<file path="src/design/wprw_pkg.sv">
// Package: types, constants and divider control structs for the percentile rank window.
package wprw_pkg;

    localparam int HISTORY_DEPTH = 16384;
    localparam int MIN_HISTORY   = 10;
    localparam int ADDR_W        = $clog2(HISTORY_DEPTH);
    localparam int FILL_W        = ADDR_W + 1;

    localparam int VOL_W    = 32;
    localparam int IMB_W    = 16;
    localparam int LEN_W    = 14;
    localparam int ALPHA_W  = 16;
    localparam int FACTOR_W = ALPHA_W + 1;
    localparam int WEIGHT_W = 24;
    localparam int ACC_W    = ADDR_W + WEIGHT_W;
    localparam int DSUM_W   = ACC_W + 4;
    localparam int DEN_W    = ACC_W + 1;
    localparam int QUO_W    = 16;
    localparam int STEP_W   = $clog2(QUO_W + 1);
    localparam int LVL_STEPS = 3;
    localparam int LEVEL_W  = 4;
    localparam int STATUS_W = 2;
    localparam int CFG_IDX_W  = 2;
    localparam int CFG_DATA_W = 16;

    localparam logic [WEIGHT_W-1:0] WEIGHT_ONE = WEIGHT_W'(1) << (WEIGHT_W - 1);
    localparam logic [IMB_W-1:0]    IMB_MAX    = {1'b0, {(IMB_W-1){1'b1}}};
    localparam logic [LEN_W-1:0]    LOOKBACK_RESET = LEN_W'(2000);
    localparam logic [ALPHA_W-1:0]  ALPHA_RESET    = ALPHA_W'(3277);

    // Result status codes
    localparam logic [STATUS_W-1:0] ST_COMPUTED  = 2'd0;
    localparam logic [STATUS_W-1:0] ST_NO_VOLUME = 2'd1;
    localparam logic [STATUS_W-1:0] ST_WARMING   = 2'd2;

    // Configuration register indexes
    localparam logic [CFG_IDX_W-1:0] CFG_LOOKBACK = 2'd0;
    localparam logic [CFG_IDX_W-1:0] CFG_ALPHA    = 2'd1;

    typedef struct packed {
        logic [VOL_W-1:0] bid_volume;
        logic [VOL_W-1:0] ask_volume;
    } t_in_item;

    typedef struct packed {
        logic signed [LEVEL_W-1:0] level;
        logic [STATUS_W-1:0]       status;
    } t_out_item;

    typedef struct packed {
        logic              start;
        logic [STEP_W-1:0] steps;
        logic [DEN_W-1:0]  rem0;
        logic [QUO_W-1:0]  low;
        logic [DEN_W-1:0]  den;
    } t_div_req;

    typedef struct packed {
        logic             done;
        logic [QUO_W-1:0] quot;
    } t_div_rsp;

endpackage

</file>
<file path="src/design/wprw_div.sv">
// Shared restoring divider: one quotient bit per cycle, step count set per request.
module wprw_div (
    input  logic               i_clk,
    input  logic               i_rst_n,
    input  wprw_pkg::t_div_req i_req,
    output wprw_pkg::t_div_rsp o_rsp
);
    import wprw_pkg::*;

    logic [DEN_W-1:0]  r_rem;
    logic [DEN_W-1:0]  r_den;
    logic [QUO_W-1:0]  r_low;
    logic [QUO_W-1:0]  r_quot;
    logic [STEP_W-1:0] r_cnt;
    logic              r_busy;
    logic              r_done;

    logic [DEN_W:0] shifted;
    logic [DEN_W:0] trial;
    logic           fits;

    // Shift in the next dividend bit and try the subtract
    assign shifted = {r_rem, r_low[QUO_W-1]};
    assign trial   = shifted - {1'b0, r_den};
    assign fits    = (shifted >= {1'b0, r_den});

    always_ff @(posedge i_clk) begin
        if (!i_rst_n) begin
            r_busy <= 1'b0;
            r_done <= 1'b0;
        end else begin
            r_done <= 1'b0;
            if (i_req.start) begin
                r_rem  <= i_req.rem0;
                r_den  <= i_req.den;
                r_low  <= i_req.low;
                r_quot <= '0;
                r_cnt  <= i_req.steps;
                r_busy <= 1'b1;
            end else if (r_busy) begin
                r_rem  <= fits ? trial[DEN_W-1:0] : shifted[DEN_W-1:0];
                r_low  <= {r_low[QUO_W-2:0], 1'b0};
                r_quot <= {r_quot[QUO_W-2:0], fits};
                r_cnt  <= r_cnt - STEP_W'(1);
                if (r_cnt == STEP_W'(1)) begin
                    r_busy <= 1'b0;
                    r_done <= 1'b1;
                end
            end
        end
    end

    assign o_rsp.done = r_done;
    assign o_rsp.quot = r_quot;

endmodule

</file>
<file path="config.mk">
export PLATFORM = sky130hd
export DESIGN_NAME = wprw_div
export DESIGN_NICKNAME = d
export VERILOG_FILES = /design/src/design/wprw_pkg.sv /design/src/design/wprw_div.sv
export SDC_FILE = /design/constraint.sdc
export NUM_CORES = 1
export LEC_CHECK = 0
export ABC_AREA = 1
export BUFFER_PORTS_ARGS = -buffer_cell sky130_fd_sc_hd__buf_2
export CAP_MARGIN = 10
export CORE_AREA = 2 2 122 124
export CTS_CLUSTER_DIAMETER = 80
export CTS_CLUSTER_SIZE = 10
export DETAILED_ROUTE_END_ITERATION = 8
export DIE_AREA = 0 0 124 126
export GPL_TIMING_DRIVEN = 1
export HOLD_SLACK_MARGIN = 0.02
export PLACE_DENSITY = 0.81
export SLEW_MARGIN = 30
export SYNTH_ARGS = -nofsm -noshare
export SYNTH_HDL_FRONTEND = slang
export SYNTH_SLANG_ARGS = --single-unit
</file>
<file path="constraint.sdc">
create_clock -name i_clk -period 6 [get_ports i_clk]
set_input_delay 0.6 -clock i_clk [delete_from_list [all_inputs] [get_ports i_clk]]
set_output_delay 0.6 -clock i_clk [all_outputs]
set_load 0.02 [all_outputs]
</file>
==> results.toml <==
[logic_synthesis]
ys_warn_count = 0
ys_ff_latch = 117
avgSynthCellArea_sq_um = 7.19
yosysTopAreaCell = "edfxtp_1"
synth_top_flop_cell = "edfxtp_1"
yosysSeqAreaShare_pct = 42.3
synth_fp_nets = 1294
synthCells = 1150
synthTopCellsByArea = "edfxtp_1, nand2_1, inv_1"
synth_top_area_share_pct = 41.8
syn-cell-area_sq_um = 8270
synth.distinct_cells = 38
async_flop_share_pct = 0
synth_edf_count = 115

[power]
powerDensity_nw_per_um2 = 284
p_int_mw = 1.82
p_switching_mw = 0.909
seqPwrFrac_pct = 37.2
vdd.ir_drop.worst_mv = 0.240
switching_share_pct = 33.3
p_leak_nw = 5.11
pwr-share-clk_pct = 35.2
combPwrFrac_pct = 27.6

[status]
status = "finished, final reports clean"

[floorplan]
rows = 44
die_h_um = 126
io_pins = 119
start_util_pct = 57.8
die-area_sq_um = 15600
die_x_um = 124
core_area_sq_um = 14300

[detailed_routing]
viasPerCell = 5.16
first_iter_violations = 642
antenna_left = 0
post_drt_wl_per_cell_um = 14.7
vias = 7566
drc = 0
drt_wl_total_um = 21500
drtPass1Iterations = 5

[cells_and_area]
diodes = 0
nets = 1412
drive_gt1_share_pct = 13.9
area_delta_synth_final_pct = 16.1

[sta]
finalHoldWorstSlack_ns = 0.347
tightest_slew_ns = 0.899
min_period_over_period_pct = 61.5
setup_violations = 0
max_clock_freq_mhz = 271
slew_viol_final = 0
slew_headroom_pct = 39.9
setup_tns_ns = 0
clock_skew_ns = 0.0103
hold_viol = 0
rsz0062_at_grt = "false"
layout_min_cycle_time_ns = 3.69

[worst_setup_path]
critPathMaxStageDelay_ns = 0.77
r2r-start = "r_den[0]$_DFFE_PP_"
path_max_fanout = 27
cp.buffers_inverters = 0
cp_top_family = "simple AND/OR/NAND/NOR gates"
path_cells = "ha_1 -> fa_1 -> nand3b_1 -> nand2_1 -> nand2_1 -> nand2_1 -> nand4_4 -> nand4_2 -> nand2_2 -> nand2_1 -> nand2_1 -> nand2_1"
worstSetupStartpointType = "flip-flop"
critPathSlowestCell = "nand4_2"
arrival_ns = 3.97
rr_worst_depth = 12
worstSetupPathType = "reg -> reg"
path_common_cell = "nand2_1"
worstPathRequired_ns = 6.28
ff2ff_setup_slack_ns = 2.31
endpoint_kind = "flip-flop"
timing.rr.end = "r_rem[25]$_DFFE_PP_"

[cts]
path_clk_slew_ns = 0.06
clock-sinks = 117
cts_max_level = 4
clkLatencyLatePin_ns = 0.42
cts_tree = "yes"
root_buffer = "clkbuf_16"
cts_hold_buf = 0
cts_max_path_buffers = 2
cts_setup_buffers = 0
cts_made_buffers = 17
cts_resized = 0

[grt]
overflow = 0
antenna_found_initial = 0
grt_pass1_wl_um = 35100
grt_usage_pct = 29.1
grt_pass1_vias = 7325
grt_max_degree = 84

[hold_path]
min_from = "i_req[30]"
min_to = "r_den[30]$_DFFE_PP_"
hold_path_class = "in -> reg"
hold_depth = 1

[place]
placement.io_buffers = 118
place_congestion = 0.976
place_hpwl_um = 15700

[job]
maxCapViolations = 0
## power by group through the flow
stage	clock, mW	sequential, mW	combinational, mW
2_1_floorplan	0	1.03	0.535
3_3_place_gp	0	1.03	0.720
3_5_place_dp	0	1.03	0.737
4_1_cts	0.963	1.01	0.745
5_1_grt	1.00	1.02	0.851
6_report	0.960	1.01	0.752
## cells in the mapped netlist (2+ instances only)
cell        n
xor2_1      3
ha_1       41
nand3b_1    2
nand2_2     6
dfxtp_1     2
nor3_1      4
nand3_1    71
nor2_4      3
nand4_1    31
edfxtp_1  115
nor2_1     73
o21bai_1    4
a21oi_1    33
nand2_1   463
buf_1       3
buf_6       2
o21ai_0    14
clkinv_1    2
xnor2_1    19
buf_2       5
clkbuf_1   16
nor2_2      4
inv_1     219
## state kept, by name, indices dropped and copies added (netlist names)
name	flops
r_den	39
r_busy	1
r_rem	39
r_quot	16
r_cnt	5
r_done	1
r_low	16
## worst register-to-register path: stages (launching register included)
cell      delay, ns
edfxtp_1       0.38
ha_1           0.24
fa_1           0.44
nand3b_1       0.18
nand2_1        0.16
nand2_1        0.07
nand2_1        0.18
nand4_4        0.42
nand4_2        0.77
nand2_2        0.40
nand2_1        0.18
nand2_1        0.07
nand2_1        0.07
## area by class of cell
type / instances / area, sq um
fill: 1273 / 4720
multi-input combinational: 784 / 3820
sequential: 117 / 3490
inverter: 222 / 833
timing repair buffer: 126 / 671
clock buffer: 20 / 437
tap: 184 / 230
clock inverter: 12 / 109
## cells in the final DEF, fill, tap and decap left out, drive strengths merged
cell	n
nand2	469
inv	221
buf	126
edfxtp	115
nor2	80
nand3	73
ha	41
a21oi	34
nand4	33
clkbuf	20
xnor2	19
o21ai	14
clkinv	7
clkinvlp	5
nor3	5
o21bai	4
xor2	3
nand3b	2
dfxtp	2
a21boi	1
or2	1
and2	1
a21o	1
o21ba	1
nor4	1
fa	1
bufinv	1
## how the worst max path moves through the flow
stage | from | end | depth (start not counted)
finish | r_den[0]$_DFFE_PP_ | r_rem[25]$_DFFE_PP_ | 12
global route | r_den[0]$_DFFE_PP_ | r_rem[25]$_DFFE_PP_ | 12
CTS | r_den[0]$_DFFE_PP_ | r_rem[25]$_DFFE_PP_ | 12
detailed placement | r_den[0]$_DFFE_PP_ | r_rem[38]$_DFFE_PP_ | 12
global placement | r_den[0]$_DFFE_PP_ | r_rem[23]$_DFFE_PP_ | 12
floorplan | i_req[99] | r_busy$_SDFF_PN0_ | 5
## through the flow
| stage | instances | instance area (sq um) | setup WS [ns] | util (%) | total power, mW |
|---|---|---|---|---|---|
| 4_1_cts | 1465 | 9600 | 2.35 | 67.1 | 2.72 |
| 5_1_grt | 1465 | 9600 | 2.04 | 67.1 | 2.87 |
| 3_5_place_dp | 1433 | 9050 | 2.41 | 63.2 | 1.77 |
| 3_3_place_gp | 1432 | 9020 | 2.54 | 63.1 | 1.75 |
| 6_report | 1465 | 9600 | 2.31 | 67.1 | 2.73 |
| 2_1_floorplan | 1150 | 8270 | 0.891 | - | 1.57 |
## logic make-up (layout without fill, tap and decap cells)
kind of cell	Yosys count	count (layout)	synth area share [%]
compound gates	55	55	3.62
xor+xnor	22	22	2.33
fa+ha+maj	42	42	6.45
buf+inv	249	380	11.6
flops	117	117	42.3
simple gates	665	665	33.7
## layer usage
metal  share of wire [%]  track usage, %  up-vias
li1                    -               -     3836
met1                  45            39.9     3432
met2                  45            45.9      262
met3                 7.9            6.39       36
met4                 2.1            9.72        0
met5                   0               0        -
Power figures use the tool's default switching activity.
